File: config.mk
export PLATFORM = sky130hd
export DESIGN_NAME = arpc_cell
export DESIGN_NICKNAME = d
export VERILOG_FILES = /design/src/hw/rtl/arpc_pkg.sv /design/src/hw/rtl/arpc_cell.sv
export SDC_FILE = /design/constraint.sdc
export NUM_CORES = 1
export LEC_CHECK = 0
export BUFFER_PORTS_ARGS = -buffer_cell sky130_fd_sc_hd__buf_2
export CAP_MARGIN = 30
export CORE_ASPECT_RATIO = 0.6
export CORE_MARGIN = 5
export CORE_UTILIZATION = 49
export DETAILED_ROUTE_END_ITERATION = 8
export PLACE_DENSITY = 0.8
export SYNTH_ARGS = -nofsm -noshare
export SYNTH_HDL_FRONTEND = slang
export SYNTH_SLANG_ARGS = --single-unit
File: constraint.sdc
create_clock -name clk -period 3.6 [get_ports clk]
set_input_delay 0.36 -clock clk [delete_from_list [all_inputs] [get_ports clk]]
set_output_delay 0.36 -clock clk [all_outputs]
set_load 0.05 [all_outputs]
File: src/hw/rtl/arpc_pkg.sv
// ----------------------------------------------------------------------------
// arpc_pkg
// shared types and constants of the address resolution cache
// ----------------------------------------------------------------------------
package arpc_pkg;

  localparam int IDX_W = 10;
  localparam int CNT_W = 11;
  localparam int KEY_W = 32;
  localparam int MAC_W = 48;
  localparam int PORT_W = 4;
  localparam int DL_W = 32;
  localparam logic [DL_W-1:0] DL_MAX = '1;
  localparam logic [31:0] MAX_AGE_RST = 32'd1200000;

  typedef enum logic [2:0] {
    MODE_LOOKUP = 3'd0,
    MODE_UPDATE = 3'd1,
    MODE_ADD    = 3'd2,
    MODE_REMOVE = 3'd3,
    MODE_SETEXP = 3'd4,
    MODE_TICK   = 3'd5,
    MODE_PRUNE  = 3'd6
  } mode_t;

  typedef enum logic [1:0] {
    WR_ENTRY = 2'd0,
    WR_CLEAR = 2'd1,
    WR_DL    = 2'd2
  } wr_kind_t;

  // scan item passed from cell to cell
  typedef struct packed {
    logic              valid;
    logic              hit;
    logic [IDX_W-1:0]  hit_idx;
    logic [MAC_W-1:0]  hw;
    logic [PORT_W-1:0] iface;
    logic              empty_found;
    logic [IDX_W-1:0]  empty_idx;
    logic [DL_W-1:0]   min_dl;
    logic [IDX_W-1:0]  min_idx;
    logic [CNT_W-1:0]  prune_cnt;
  } pkt_t;

  // broadcast from the controller to every cell
  typedef struct packed {
    logic [2:0]        mode;
    logic [KEY_W-1:0]  key;
    logic [DL_W-1:0]   now;
    logic              wr_en;
    wr_kind_t          wr_kind;
    logic [IDX_W-1:0]  wr_idx;
    logic [MAC_W-1:0]  wr_mac;
    logic [PORT_W-1:0] wr_port;
    logic [DL_W-1:0]   wr_dl;
  } cmd_t;

endpackage

File: src/hw/rtl/arpc_cell.sv
// ----------------------------------------------------------------------------
// arpc_cell
// one table entry plus one stage of the scan chain
// ----------------------------------------------------------------------------
module arpc_cell (
  input  logic                        clk,
  input  logic                        rst_n,
  input  logic [arpc_pkg::IDX_W-1:0]  cell_idx,
  input  arpc_pkg::cmd_t              cmd,
  input  arpc_pkg::pkt_t              pin,
  output arpc_pkg::pkt_t              pout
);

  logic [arpc_pkg::KEY_W-1:0]  key_r;
  logic [arpc_pkg::MAC_W-1:0]  mac_r;
  logic [arpc_pkg::PORT_W-1:0] port_r;
  logic [arpc_pkg::DL_W-1:0]   dl_r;
  arpc_pkg::pkt_t              pout_r, pout_nxt;
  logic hit_here, empty_here, min_here, prune_here, wr_here;

  assign hit_here   = pin.valid && !pin.hit && (key_r != '0) && (key_r == cmd.key);
  assign empty_here = pin.valid && !pin.empty_found && (key_r == '0);
  assign min_here   = pin.valid && (dl_r < pin.min_dl);
  assign prune_here = pin.valid && (cmd.mode == arpc_pkg::MODE_PRUNE) && (key_r != '0)
                      && (dl_r != '0) && (dl_r <= cmd.now);
  assign wr_here    = cmd.wr_en && (cmd.wr_idx == cell_idx);

  always_comb begin
    pout_nxt = pin;
    if (hit_here) begin
      pout_nxt.hit     = 1'b1;
      pout_nxt.hit_idx = cell_idx;
      pout_nxt.hw      = mac_r;
      pout_nxt.iface   = port_r;
    end
    if (empty_here) begin
      pout_nxt.empty_found = 1'b1;
      pout_nxt.empty_idx   = cell_idx;
    end
    if (min_here) begin
      pout_nxt.min_dl  = dl_r;
      pout_nxt.min_idx = cell_idx;
    end
    pout_nxt.prune_cnt = pin.prune_cnt + arpc_pkg::CNT_W'(prune_here);
  end

  always_ff @(posedge clk) begin
    if (!rst_n) begin
      key_r  <= '0;
      mac_r  <= '0;
      port_r <= '0;
      dl_r   <= '0;
      pout_r <= '0;
    end else begin
      pout_r <= pout_nxt;
      if (prune_here) begin
        key_r  <= '0;
        mac_r  <= '0;
        port_r <= '0;
        dl_r   <= '0;
      end else if (wr_here) begin
        case (cmd.wr_kind)
          arpc_pkg::WR_ENTRY: begin
            key_r  <= cmd.key;
            mac_r  <= cmd.wr_mac;
            port_r <= cmd.wr_port;
            dl_r   <= cmd.wr_dl;
          end
          arpc_pkg::WR_CLEAR: begin
            key_r  <= '0;
            mac_r  <= '0;
            port_r <= '0;
            dl_r   <= '0;
          end
          arpc_pkg::WR_DL: dl_r <= cmd.wr_dl;
          default: ;
        endcase
      end
    end
  end

  assign pout = pout_r;

endmodule

Word level (Yosys, flattened, before mapping)
Index checks and enable logic that the tools add are counted.

cells by class
  $add $sub $neg = 1
  magnitude comparators = 2
  eq/ne operators = 5
  muxes and demuxes = 7
  bitwise logic cells = 1
  reduce and logical (&&, ||, !) cells = 23

operator list
  kind                  number
  $pmux W32 S2          2
  $pmux W48 S2          1
  $reduce_bool A32 Y1   2
  $mux W63              1
  $mux W42              1
  $eq A32 B32 Y1        1
  $le A32 B32 Y1        1
  $logic_not A32 Y1     1
  $lt A32 B32 Y1        1
  $add A11 B1 Y11       1
  $logic_and A1 B1 Y1   11
  $mux W11              1
  $eq A10 B10 Y1        1
  $pmux W4 S2           1
  $reduce_and A2 Y1     2
  $reduce_bool A2 Y1    2
  $reduce_or A2 Y1      2
  $eq A3 B3 Y1 const B  1
  $eq A2 B1 Y1 const B  1
  $eq A2 B2 Y1 const B  1
  $logic_not A1 Y1      2
  $logic_not A2 Y1      1
  $not A1 Y1            1

storage, ports and cells
  flip-flop bits (word level) = 244
  input bits = 304
  output and inout port bits = 128

Logic depth before layout (Yosys ltp)
Gate-level depths: netlist (run 1).

  depth in word-level cells = 6
  gate-level depth with buffers = 13
  gate-level depth less buffers = 13

Worst setup path before layout (run 1)
OpenSTA, ideal clock, no wires.

  kind = input -> register
  start point = in cmd[98] in the netlist's numbering
  end point = reg pout_r, in the netlist pout[10]
  data arrival time = 2.502 ns
  required time = 3.485 ns
  path slack = 0.983 ns
  cell stages on the path = 13
  path buffers = 0
  path through = inv_1 ha_1 nor2b_1 o211ai_1 a2111oi_0 o41a_1 nor3_1 ha_1 ha_1 nand3_1 nor2_1 xor2_1 and2_1

on the way
  cells in the longest elaborated chain, start to end = 3

ends and longest elaborated chain
  element                 line             text
  start: declaration      arpc_cell.sv:9   input arpc_pkg::cmd_t cmd,
  $le A32 B32 Y1          arpc_cell.sv:25  && (dl_r != '0) && (dl_r <= cmd.now);
  $logic_and A1 B1 Y1     arpc_cell.sv:25
  $add A11 B1 Y11         arpc_cell.sv:44  pout_nxt.prune_cnt = pin.prune_cnt + arpc_pkg::CNT_W'(prune_here);
  end signal: assignment  arpc_cell.sv:55  pout_r <= pout_nxt;
  end: declaration        arpc_cell.sv:18  arpc_pkg::pkt_t pout_r, pout_nxt;

Every way passes these cells.
A chain may end at the register's enable or synchronous reset.

Final worst setup path (run 1)
  start point = reg dl_r[13] in the netlist's numbering
  end point = reg pout_r, in the netlist pout[10]

on the way
  cells in the longest elaborated chain, start to end = 4

ends and longest elaborated chain
  element                                                 line             text
  start: declaration                                      arpc_cell.sv:17  logic [arpc_pkg::DL_W-1:0] dl_r;
  start signal: assignment                                arpc_cell.sv:67  dl_r <= cmd.wr_dl;
  start signal: assignment                                arpc_cell.sv:75  arpc_pkg::WR_DL: dl_r <= cmd.wr_dl;
  branches (longest 2 deep; another with $le A32 B32 Y1)  n/a
  $logic_and A1 B1 Y1 (*)                                 arpc_cell.sv:25
  $add A11 B1 Y11 (*)                                     arpc_cell.sv:44

Mark *: on every way between the ends.

==> Implementation_results.wiki, run 1 <==
{| class="wikitable"
! Metric !! Value
|-
| Routed length per instance || 19.8 microns
|-
| Most frequent cell on the critical path || ha_1
|-
| Full die area || 25800 sq um
|-
| Count of vias placed by the detailed router || 10625
|-
| Number of detailed-route iterations in the first pass || 5
|-
| Maximum clock insertion buffer count || 3
|-
| R2r startpoint || dl_r[13]$_SDFFE_PP0P_
|-
| Commonest cells after routing, fill and taps aside || buf_2 (430), dfxtp_1 (244), nand2_1 (138)
|-
| Family with the most delay on the worst path || simple AND/OR/NAND/NOR gates
|-
| Slew of the pin with the lowest slew margin || 763 ps
|-
| Part of the total power dissipated in sequential elements || 0.449
|-
| Buffers & Inverters on Critical Path || 1
|-
| Number of flops mapped to enable cells by yosys || 0
|-
| Switching Fraction || 0.270
|-
| Final setup violation count || 0
|-
| Most frequently used flop master after synthesis || dfxtp_1
|-
| Synthesis-to-layout area growth || 29.6%
|-
| Die X-Extent || ~200 microns
|-
| Global-route total usage across every layer || 0.280
|-
| Post-synth design cell area || 11100 sq um
|-
| CP required || 4010 ps
|-
| Half-perimeter wire length after detailed placement || 29.1 mm
|-
| Detail Route Antenna Nets || 0
|-
| Reg2Reg Depth || 13
|-
| Final standard cell utilization of the core || 0.647
|-
| Clock period minus worst slack || 3200 ps
|-
| Final weighted congestion in routability-driven placement || approximately 0.97
|-
| Proportion of layout cells with a drive suffix above 1 || 0.304
|-
| Root Driver || clkbuf_16
|-
| Setup slack of the most critical reg-to-reg path || about 400 ps
|-
| Top cell type by total area after synthesis || dfxtp_1
|-
| Setup_tns || 0 ps
|-
| Std cell rows || 42
|-
| Violation count after the first detailed-route iteration || 733
|-
| DR vias/cell || 5.48
|-
| Areal power density over the cells || about 430 nW/um^2
|-
| Initial antenna violation count || 9
|-
| # H-tree levels || 1
|-
| I/O Buffers || 431
|-
| Arrival time at the worst endpoint || 3610 ps
|-
| Yosys warning count || 0
|-
| Clock Sink Count || 244
|-
| Global-route wire length before repair || 58.0 mm
|-
| Placed standard-cell area || 13500 sq um
|-
| Crit path max-delay cell type || nor4_1
|-
| Post-detailed-routing wire length || between 30 and 40 mm
|-
| Count of final max-slew check failures || 0
|-
| Later-pin clock latency in the skew report || 520 ps
|-
| Tot Pwr || roughly 6200 uW
|-
| Combinational share of power || 0.138
|-
| Most common library cell in the layout ignoring fill and taps || buf_2
|-
| CTS buffer count || 23
|-
| Hold path startpoint || cmd[72]
|-
| Number of distinct library cells after synthesis || 40
|-
| Leakage dissipation || between 0.006 and 0.007 uW
|-
| Clock network fraction of total power || 0.413
|-
| Hold slack final || slightly below 80 ps
|-
| Critical path peak fanout || 5
|-
| Worst path cell trace || ha_1 -> nand4_1 -> nor4_1 -> nor2b_1 -> o41a_1 -> nor3_1 -> buf_4 -> ha_1 -> ha_1 -> nand3_1 -> nor2_1 -> xor2_1 -> and2_1
|-
| Outcome || finished, final reports clean
|-
| Hold worst-path end || mac_r[36]$_SDFFE_PP0P_
|-
| Max-cap violations || 0
|-
| Number of top-level design ports || roughly 430
|-
| Hold buffer count at cts || 0
|-
| Nets in the synthesized netlist || 1579
|-
| Worst-case vdd ir drop || around 0.4 mV
|-
| Worst slew slack as a fraction of its limit || 0.491
|-
| Final Hold Viols || 0
|-
| Clock slew seen by the registers of the worst setup and hold paths || 70 ps
|-
| Cell count of the worst hold path || 3
|-
| Area share of the largest cell type after synthesis || 0.442
|-
| Final period util || 0.889
|-
| Crit start category || register
|-
| Post-route DRC || 0
|-
| HP Class || in2reg
|-
| Avg Inst Size Synth || 9.14 sq um
|-
| Async S/R FF share, synth || 0
|-
| RSZ-0062 raised after global routing || false
|-
| Delay of the slowest cell on the worst path || 540 ps
|-
| #FFs+latches synth || ~240
|-
| Net switching power || around 1700 uW
|-
| Maximum clock skew at final layout || 30.6 ps
|-
| Post-layout nets || 1981
|-
| Top cells by area, synth || dfxtp_1 (44%), mux2i_1 (10%), ha_1 (7.4%)
|-
| Setup Crit Path Kind || reg2reg
|-
| Setup repair bufs after CTS || 0
|-
| Share of synthesized area occupied by flip-flops and latches || 0.442
|-
| Via count of the first global-routing pass || roughly 10000
|-
| Post-cts repair resize count || 0
|-
| Vert. Die Dim || 126 microns
|-
| Cell Int Power || 4550 uW
|-
| Starting utilization of the core area || 0.500
|-
| Number of cells produced by synthesis || about 1200
|-
| Max frequency || between 300 and 400 MHz
|-
| Crit path capture type || register
|-
| Final design instance area without fill || roughly 14000 sq um
|-
| CTS tree || yes
|-
| Reg2reg end || pout[10]$_SDFF_PN0_
|-
| Sum of overflow across all layers after global routing || 0
|-
| Pin count of the biggest net entering global routing || 83
|-
| Placeable core area || roughly 22000 sq um
|}
stage by stage:
stage                     worst slack, ps  instances
after detailed placement              417       1894
after global placement                527       1894
after global routing                  188       1940
final                                 400       1940
after CTS                             501       1936
after floorplan                       983       1210
cells in the mapped netlist, drive strengths merged (2+ instances only):
library cell,instances
a21boi,3
o21a,2
xnor2,18
or3,6
and2,9
nor2b,75
ha,65
and3,2
a21o,2
a2111oi,3
and4,2
o21ai,15
a21oi,58
nand2,138
nor3,5
a22oi,85
mux2i,114
nand3,43
buf,29
xor2,30
nor4,29
nand4,21
a221oi,3
dfxtp,244
nand2b,4
inv,66
clkbuf,43
nor2,88
routing by layer:
layer	GRT usage	vias to the layer above	share of wire
li1	-	4978	-
met1	0.367	5066	0.41
met2	0.459	496	0.47
met3	0.0783	73	0.099
met4	0.0764	12	0.026
met5	0	-	0.0022
cells by family after synthesis:
logic type               count (synthesis)  synth area share
XOR/XNOR                                48            0.0380
flip-flops                             244             0.442
adder cells (fa/ha/maj)                 65            0.0736
multiplexers                           114             0.103
AO/OA/AOI/OAI                          177             0.106
AND/OR/NAND/NOR                        424             0.185
buffers and inverters                  138            0.0528
power by group through the flow:
stage / clock network, uW / logic, uW / registers, uW
finish: 2570 / 857 / 2800
global route: 2730 / 914 / 2800
CTS: 2610 / 856 / 2800
detailed placement: 0 / 850 / 2860
global placement: 0 / 838 / 2850
floorplan: 0 / 228 / 3120
sequential cells by signal, indices dropped and copies added, names as in the netlist:
register,count
pout,128
mac_r,48
port_r,4
key_r,32
dl_r,32
layout make-up:
type	instances	area (sq um)
fill	1820	7800
multi-input combinational	828	5630
sequential	244	4880
timing repair buffer	449	2370
clock buffer	28	634
tap	308	385
inverter	66	248
clock inverter	14	165
antenna	3	7.51
worst max path at each step:
| stage | slack, ps | cells past startpoint | to | startpoint |
|---|---|---|---|---|
| after floorplan | 980 | 13 | pout[10]$_SDFF_PN0_ | cmd[98] |
| after detailed placement | 420 | 9 | pout[27]$_SDFF_PN0_ | pin[23] |
| final | 400 | 13 | pout[10]$_SDFF_PN0_ | dl_r[13]$_SDFFE_PP0P_ |
| after global placement | 530 | 9 | pout[14]$_SDFF_PN0_ | pin[23] |
| after global routing | 190 | 13 | pout[10]$_SDFF_PN0_ | dl_r[15]$_SDFFE_PP0P_ |
| after CTS | 500 | 13 | pout[10]$_SDFF_PN0_ | dl_r[13]$_SDFFE_PP0P_ |
worst min-delay path: cells and delay by family:
family,cells,cell delay [ps]
AOI/OAI and AO/OA,1,50
buffers and inverters,1,70
and+or+nand+nor,1,70
(Power assumes the default switching activity.)
==> run 2, diff against run 1 <==
- CORE_AREA: not set -> 5 5 166 168
- CORE_ASPECT_RATIO: 0.6 -> not set
- CORE_MARGIN: 5 -> not set
- CORE_UTILIZATION: 49 -> not set
- DIE_AREA: not set -> 0 0 171 173
- PLACE_DENSITY: 0.8 -> 0.72
- REMOVE_ABC_BUFFERS: not set -> 1
==> Implementation_results.wiki, run 2 (synthesis results as in run 1) <==
{| class="wikitable"
! Metric !! Value
|-
| Part of the total power dissipated in sequential elements || 0.424 (was 0.449)
|-
| Global-route total usage across every layer || 0.238 (was 0.280)
|-
| Final weighted congestion in routability-driven placement || 0.904 (was 0.968)
|-
| CP required || 4070 ps (was 4010 ps)
|-
| Switching Fraction || 0.257 (was 0.270)
|-
| Starting utilization of the core area || 0.429 (was 0.500)
|-
| Max-cap violations || 0 (unchanged)
|-
| # H-tree levels || 1 (unchanged)
|-
| Post-route DRC || 0 (unchanged)
|-
| Outcome || finished, final reports clean (unchanged)
|-
| Post-detailed-routing wire length || 37.6 mm (was 38.4 mm)
|-
| Sum of overflow across all layers after global routing || 0 (unchanged)
|-
| Setup slack of the most critical reg-to-reg path || 550 ps (was 400 ps)
|-
| Vert. Die Dim || 173 microns (was 126 microns)
|-
| Full die area || 29600 sq um (was 25800 sq um)
|-
| Commonest cells after routing, fill and taps aside || buf_2 (430), dfxtp_1 (244), nand2_1 (138) (unchanged)
|-
| Net switching power || 1700 uW (was 1680 uW)
|-
| Setup_tns || 0 ps (unchanged)
|-
| Count of vias placed by the detailed router || 10298 (was 10625)
|-
| Reg2reg end || pout[10]$_SDFF_PN0_ (unchanged)
|-
| HP Class || in2reg (unchanged)
|-
| Violation count after the first detailed-route iteration || 533 (was 733)
|-
| Post-layout nets || 1986 (was 1981)
|-
| Std cell rows || 59 (was 42)
|-
| Clock slew seen by the registers of the worst setup and hold paths || 60 ps (was 70 ps)
|-
| Cell count of the worst hold path || 2 (was 3)
|-
| Pre-CTS setup slack || 515 ps (was 417 ps)
|-
| Setup repair bufs after CTS || 0 (unchanged)
|-
| Placed standard-cell area || 13500 sq um (about the same)
|-
| I/O Buffers || 431 (unchanged)
|-
| Clock network fraction of total power || 0.449 (was 0.413)
|-
| Half-perimeter wire length after detailed placement || 28.1 mm (was 29.1 mm)
|-
| Number of flip-flops under the largest register name || 128 (unchanged)
|-
| Number of instances in the placed design || 1923 (was 1894)
|-
| Initial antenna violation count || 11 (was 9)
|-
| Hold buffer count at cts || 0 (unchanged)
|-
| Reg2Reg Depth || 11 (was 13)
|-
| Die X-Extent || 171 microns (was 204 microns)
|-
| Crit start category || register (unchanged)
|-
| Proportion of layout cells with a drive suffix above 1 || 0.307 (was 0.304)
|-
| Pin count of the biggest net entering global routing || 117 (was 83)
|-
| Final Hold Viols || 0 (unchanged)
|-
| Critical path peak fanout || 5 (unchanged)
|-
| Hold path startpoint || pin[127] (was cmd[72])
|-
| Max frequency || 328 MHz (was 312 MHz)
|-
| CTS buffer count || 27 (was 23)
|-
| Clock Sink Count || 244 (unchanged)
|-
| Arrival time at the worst endpoint || 3520 ps (was 3610 ps)
|-
| Number of detailed-route iterations in the first pass || 5 (unchanged)
|-
| Leakage dissipation || 0.00682 uW (was 0.00676 uW)
|-
| Slew of the pin with the lowest slew margin || 724 ps (was 763 ps)
|-
| Synthesis-to-layout area growth || 31.3% (was 29.6%)
|-
| Hold worst-path end || pout[127]$_SDFF_PN0_ (was mac_r[36]$_SDFFE_PP0P_)
|-
| Combinational share of power || 0.128 (was 0.138)
|-
| Most common library cell in the layout ignoring fill and taps || buf_2 (unchanged)
|-
| Routed length per instance || 19.0 microns (was 19.8 microns)
|-
| Post-cts repair resize count || 0 (unchanged)
|-
| Via count of the first global-routing pass || 10548 (was 10460)
|-
| Clock period minus worst slack || 3050 ps (was 3200 ps)
|-
| Count of final max-slew check failures || 0 (unchanged)
|-
| Crit path capture type || register (unchanged)
|-
| Detail Route Antenna Nets || 0 (unchanged)
|-
| Worst slew slack as a fraction of its limit || 0.517 (was 0.491)
|-
| CTS tree || yes (unchanged)
|-
| Maximum clock skew at final layout || 15.2 ps (was 30.6 ps)
|-
| Final period util || 0.847 (was 0.889)
|-
| Number of top-level design ports || 432 (unchanged)
|-
| DR vias/cell || 5.21 (was 5.48)
|-
| R2r startpoint || dl_r[31]$_SDFFE_PP0P_ (was dl_r[13]$_SDFFE_PP0P_)
|-
| Final design instance area without fill || 14500 sq um (was 14300 sq um)
|-
| Cell Int Power || 4910 uW (was 4550 uW)
|-
| Final setup violation count || 0 (unchanged)
|-
| Later-pin clock latency in the skew report || 530 ps (was 520 ps)
|-
| Number of cells in the finished layout apart from fillers || 1976 (was 1940)
|-
| Setup Crit Path Kind || reg2reg (unchanged)
|-
| RSZ-0062 raised after global routing || false (unchanged)
|-
| Areal power density over the cells || 455 nW/um^2 (was 434 nW/um^2)
|-
| Maximum clock insertion buffer count || 3 (unchanged)
|-
| Placeable core area || 25800 sq um (was 22100 sq um)
|-
| Final worst setup slack || 550 ps (was 400 ps)
|-
| Worst-case vdd ir drop || 0.401 mV (was 0.400 mV)
|-
| Root Driver || clkbuf_16 (unchanged)
|-
| Global-route wire length before repair || 56.7 mm (was 58.0 mm)
|}
[run 2: how the worst max path moves through the flow]
stage,start,endpoint
2_1_floorplan,cmd[158],pout[100]$_SDFF_PN0_
3_3_place_gp,cmd[98],pout[10]$_SDFF_PN0_
3_5_place_dp,cmd[98],pout[10]$_SDFF_PN0_
4_1_cts,dl_r[12]$_SDFFE_PP0P_,pout[10]$_SDFF_PN0_
5_1_grt,dl_r[13]$_SDFFE_PP0P_,pout[10]$_SDFF_PN0_
6_report,dl_r[31]$_SDFFE_PP0P_,pout[10]$_SDFF_PN0_
[run 2: worst max-delay path, stage by stage, from the launching register on]
cell and delay (ps):
dfxtp_1 380, ha_1 360, nand4_1 220, nor4_1 430, a22oi_1 220, nor3_1 310
ha_1 240, ha_1 240, nand3_1 140, nor2_1 150, xor2_1 160, and2_1 140
[run 2: final cells by class]
cell class / count / area [sq um]
well taps: 335 / 419
fillers: 2311 / 11200
clock buffers: 40 / 815
multi-input cells: 828 / 5630
diodes: 4 / 10.0
inverters: 66 / 248
flip-flops and latches: 244 / 4880
clock inverters: 9 / 155
repair buffers: 450 / 2360
[run 2: metrics by stage]
stage                      util  power (uW)  hold slack (ps)
after detailed placement  0.526        3700              498
after global placement    0.526        3690              487
after CTS                 0.563        6670             19.6
after floorplan               -        3320              471
final                     0.564        6600             47.7
after global routing      0.564        6860             42.3
[run 2: power groups by stage]
stage / clock network, uW / logic [uW] / registers, uW
6_report: 2960 / 843 / 2800
5_1_grt: 3150 / 904 / 2800
4_1_cts: 3030 / 846 / 2800
3_5_place_dp: 0 / 842 / 2860
3_3_place_gp: 0 / 832 / 2860
2_1_floorplan: 0 / 201 / 3120
[run 2: routing by layer]
metal	vias up	track usage	wire, microns
li1	4986	-	-
met1	4746	0.277	14400
met2	449	0.404	18000
met3	101	0.0865	3880
met4	16	0.0819	1250
met5	-	0	101
==> run 3, diff against run 2 <==
- CORE_AREA: 5 5 166 168 -> not set
- CORE_MARGIN: not set -> 5
- CORE_UTILIZATION: not set -> 44
- DIE_AREA: 0 0 171 173 -> not set
- PLACE_DENSITY: 0.72 -> 0.76
- clock period: 3.6 -> 2.8 ns (I/O delays scaled with it)
==> Implementation_results.wiki, run 3 (synthesis results as in run 1) <==
{| class="wikitable"
! Metric !! Value
|-
| Post-detailed-routing wire length || 41.5 mm (was 37.6 mm)
|-
| Count of cell instances traversed by the critical path || 10 (was 11)
|-
| Max-cap violations || 0 (unchanged)
|-
| Final setup violation count || 0 (unchanged)
|-
| Family with the most delay on the worst path || compound AO/OA/AOI/OAI gates (was simple AND/OR/NAND/NOR gates)
|-
| Placeable core area || 25000 sq um (was 25800 sq um)
|-
| Violation count after the first detailed-route iteration || 1038 (was 533)
|-
| Worst path cell trace || ha_1 -> nor2b_1 -> o211ai_1 -> a2111oi_2 -> o41a_1 -> nor3_2 -> ha_2 -> nand3_2 -> or3_1 -> a21boi_0 (was ha_1 -> nand4_1 -> nor4_1 -> a22oi_1 -> nor3_1 -> ha_1 -> ha_1 -> nand3_1 -> nor2_1 -> xor2_1 -> and2_1)
|-
| Starting utilization of the core area || 0.443 (was 0.429)
|-
| Sum of overflow across all layers after global routing || 0 (unchanged)
|-
| Setup repair bufs after CTS || 0 (unchanged)
|-
| Setup slack of the most critical reg-to-reg path || 110 ps (was 550 ps)
|-
| Setup_tns || 0 ps (unchanged)
|-
| Max frequency || 372 MHz (was 328 MHz)
|-
| Die X-Extent || 169 microns (was 171 microns)
|-
| Clock slew seen by the registers of the worst setup and hold paths || 60 ps (about the same)
|-
| Clock Sink Count || 244 (unchanged)
|-
| Final weighted congestion in routability-driven placement || 0.889 (was 0.904)
|-
| Reg2reg end || pout[9]$_SDFF_PN0_ (was pout[10]$_SDFF_PN0_)
|-
| Commonest cells after routing, fill and taps aside || buf_2 (430), dfxtp_1 (241), dlygate4sd3_1 (157) (was buf_2 (430), dfxtp_1 (244), nand2_1 (138))
|-
| Global-route wire length before repair || 62.7 mm (was 56.7 mm)
|-
| Final period util || 0.960 (was 0.847)
|-
| Full die area || 28400 sq um (was 29600 sq um)
|-
| Crit path max-delay cell type || o41a_1 (was nor4_1)
|-
| Arrival time at the worst endpoint || 3150 ps (was 3520 ps)
|-
| Register Area || 4890 sq um (was 4880 sq um)
|-
| Number of top-level design ports || 432 (unchanged)
|-
| # H-tree levels || 1 (unchanged)
|-
| Count of final max-slew check failures || 0 (unchanged)
|-
| Later-pin clock latency in the skew report || 550 ps (was 530 ps)
|-
| R2r startpoint || dl_r[1]$_SDFFE_PP0P_ (was dl_r[31]$_SDFFE_PP0P_)
|-
| DR vias/cell || 5.37 (was 5.21)
|-
| Leakage dissipation || 0.00757 uW (was 0.00682 uW)
|-
| Post-route DRC || 0 (unchanged)
|-
| Slew of the pin with the lowest slew margin || 710 ps (was 724 ps)
|-
| Area taken by multi-input logic gates || 5690 sq um (was 5630 sq um)
|-
| Setup Crit Path Kind || reg2reg (unchanged)
|-
| Final Hold Viols || 0 (unchanged)
|-
| Number of flip-flops under the largest register name || 128 (unchanged)
|-
| Maximum clock skew at final layout || 20.7 ps (was 15.2 ps)
|-
| Delay of the slowest cell on the worst path || 460 ps (was 430 ps)
|-
| Maximum clock insertion buffer count || 3 (unchanged)
|-
| Clock period minus worst slack || 2690 ps (was 3050 ps)
|-
| Capture point of the critical path || pout[9]$_SDFF_PN0_ (was pout[10]$_SDFF_PN0_)
|-
| Crit start category || register (unchanged)
|-
| CP required || 3260 ps (was 4070 ps)
|-
| CTS buffer count || 26 (was 27)
|-
| Detail Route Antenna Nets || 0 (unchanged)
|-
| Tot Pwr || 8250 uW (was 6600 uW)
|-
| I/O Buffers || 431 (unchanged)
|-
| Number of instances in the placed design || 1946 (was 1923)
|-
| Outcome || finished, final reports clean (unchanged)
|-
| RSZ-0062 raised after global routing || true (was false)
|-
| CTS tree || yes (unchanged)
|-
| # fillers || 1898 (was 2311)
|-
| Launch point of the critical path || dl_r[1]$_SDFFE_PP0P_ (was dl_r[31]$_SDFFE_PP0P_)
|-
| Reg2Reg Depth || 10 (was 11)
|-
| Critical path peak fanout || 6 (was 5)
|-
| Pin count of the biggest net entering global routing || 60 (was 117)
|-
| Number of detailed-route iterations in the first pass || 5 (unchanged)
|-
| Synthesis-to-layout area growth || 47.1% (was 31.3%)
|-
| Worst-case vdd ir drop || 0.404 mV (was 0.401 mV)
|-
| Number of cells in the finished layout apart from fillers || 2153 (was 1976)
|-
| Buffers & Inverters on Critical Path || 0 (unchanged)
|-
| Global-route total usage across every layer || 0.272 (was 0.238)
|-
| Via count of the first global-routing pass || 11803 (was 10548)
|-
| Std cell rows || 58 (was 59)
|-
| Crit path capture type || register (unchanged)
|-
| Post-layout nets || 2170 (was 1986)
|-
| Areal power density over the cells || 507 nW/um^2 (was 455 nW/um^2)
|-
| Proportion of layout cells with a drive suffix above 1 || 0.294 (was 0.307)
|-
| Most common library cell in the layout ignoring fill and taps || buf_2 (unchanged)
|-
| Worst slew slack as a fraction of its limit || 0.527 (was 0.517)
|-
| HP Class || in2reg (unchanged)
|-
| Root Driver || clkbuf_16 (unchanged)
|-
| Count of vias placed by the detailed router || 11555 (was 10298)
|-
| Initial antenna violation count || 5 (was 11)
|-
| Vert. Die Dim || 169 microns (was 173 microns)
|-
| Routed length per instance || 19.3 microns (was 19.0 microns)
|-
| Half-perimeter wire length after detailed placement || 27.8 mm (was 28.1 mm)
|}
## run 3: cell count changes in the layout (fill, tap and decap cells not counted), moves of 4 or more
cell           before  now
buf_12              5    9
buf_4              15   39
clkbuf_8            9    4
clkbuf_1            4    8
dlygate4sd3_1       0  157
## run 3: per-layer routing
layer / routed length (microns) / track usage
met5: 25 / 0
met3: 3810 / 0.0607
met1: 15200 / 0.314
met4: 2180 / 0.127
met2: 20300 / 0.478
## run 3: worst min path at each step
stage	start	to	cells past startpoint
after floorplan	rst_n	pout[63]$_SDFF_PN0_	1
after global placement	mac_r[47]$_SDFFE_PP0P_	mac_r[47]$_SDFFE_PP0P_	2
after detailed placement	mac_r[10]$_SDFFE_PP0P_	mac_r[10]$_SDFFE_PP0P_	2
after CTS	pin[29]	pout[29]$_SDFF_PN0_	3
after global routing	cmd[63]	mac_r[27]$_SDFFE_PP0P_	3
final	pin[104]	pout[104]$_SDFF_PN0_	3
## run 3: per-stage QoR
| step | setup slack, ps | instance area, sq um | util | hold WS (ps) |
|---|---|---|---|---|
| 4_1_cts | 14.3 | 16200 | 0.648 | 0.183 |
| 6_report | 111 | 16300 | 0.652 | 13.3 |
| 2_1_floorplan | -7300 | 10700 | - | 398 |
| 3_3_place_gp | 49.7 | 13800 | 0.553 | 488 |
| 5_1_grt | -57.4 | 16300 | 0.651 | 5.10 |
| 3_5_place_dp | -55.7 | 13800 | 0.553 | 499 |
## run 3: timing repair
| action | CTS | global route |
|---|---|---|
| hold buffers | 157 | 0 |
| endpoints found under the setup margin | 0 | 45 |
| endpoints found under the hold margin | 157 | 0 |
| gates resized for setup | 0 | 17 |
## run 3: area by class of cell
class	instances	area share
well taps	330	0.0254
multi-input cells	828	0.350
clock inverters	7	0.00492
flip-flops and latches	244	0.301
inverters	66	0.0152
diodes	5	0.000769
clock buffers	38	0.0452
repair buffers	635	0.258
## run 3: worst reg2reg max path, cell delays in order, from the launching register on
cell and delay, ps:
dfxtp_1 310, ha_1 290, nor2b_1 140, o211ai_1 220, a2111oi_2 110, o41a_1 460, nor3_2 200, ha_2 240
nand3_2 130, or3_1 360, a21boi_0 160
## run 3: power breakdown
part           internal (uW)  total, uW  leakage (uW)  switching, uW
logic                    517       1290       0.00518            774
clock network           1910       3360      0.000392           1450
registers               3570       3600       0.00200           28.8
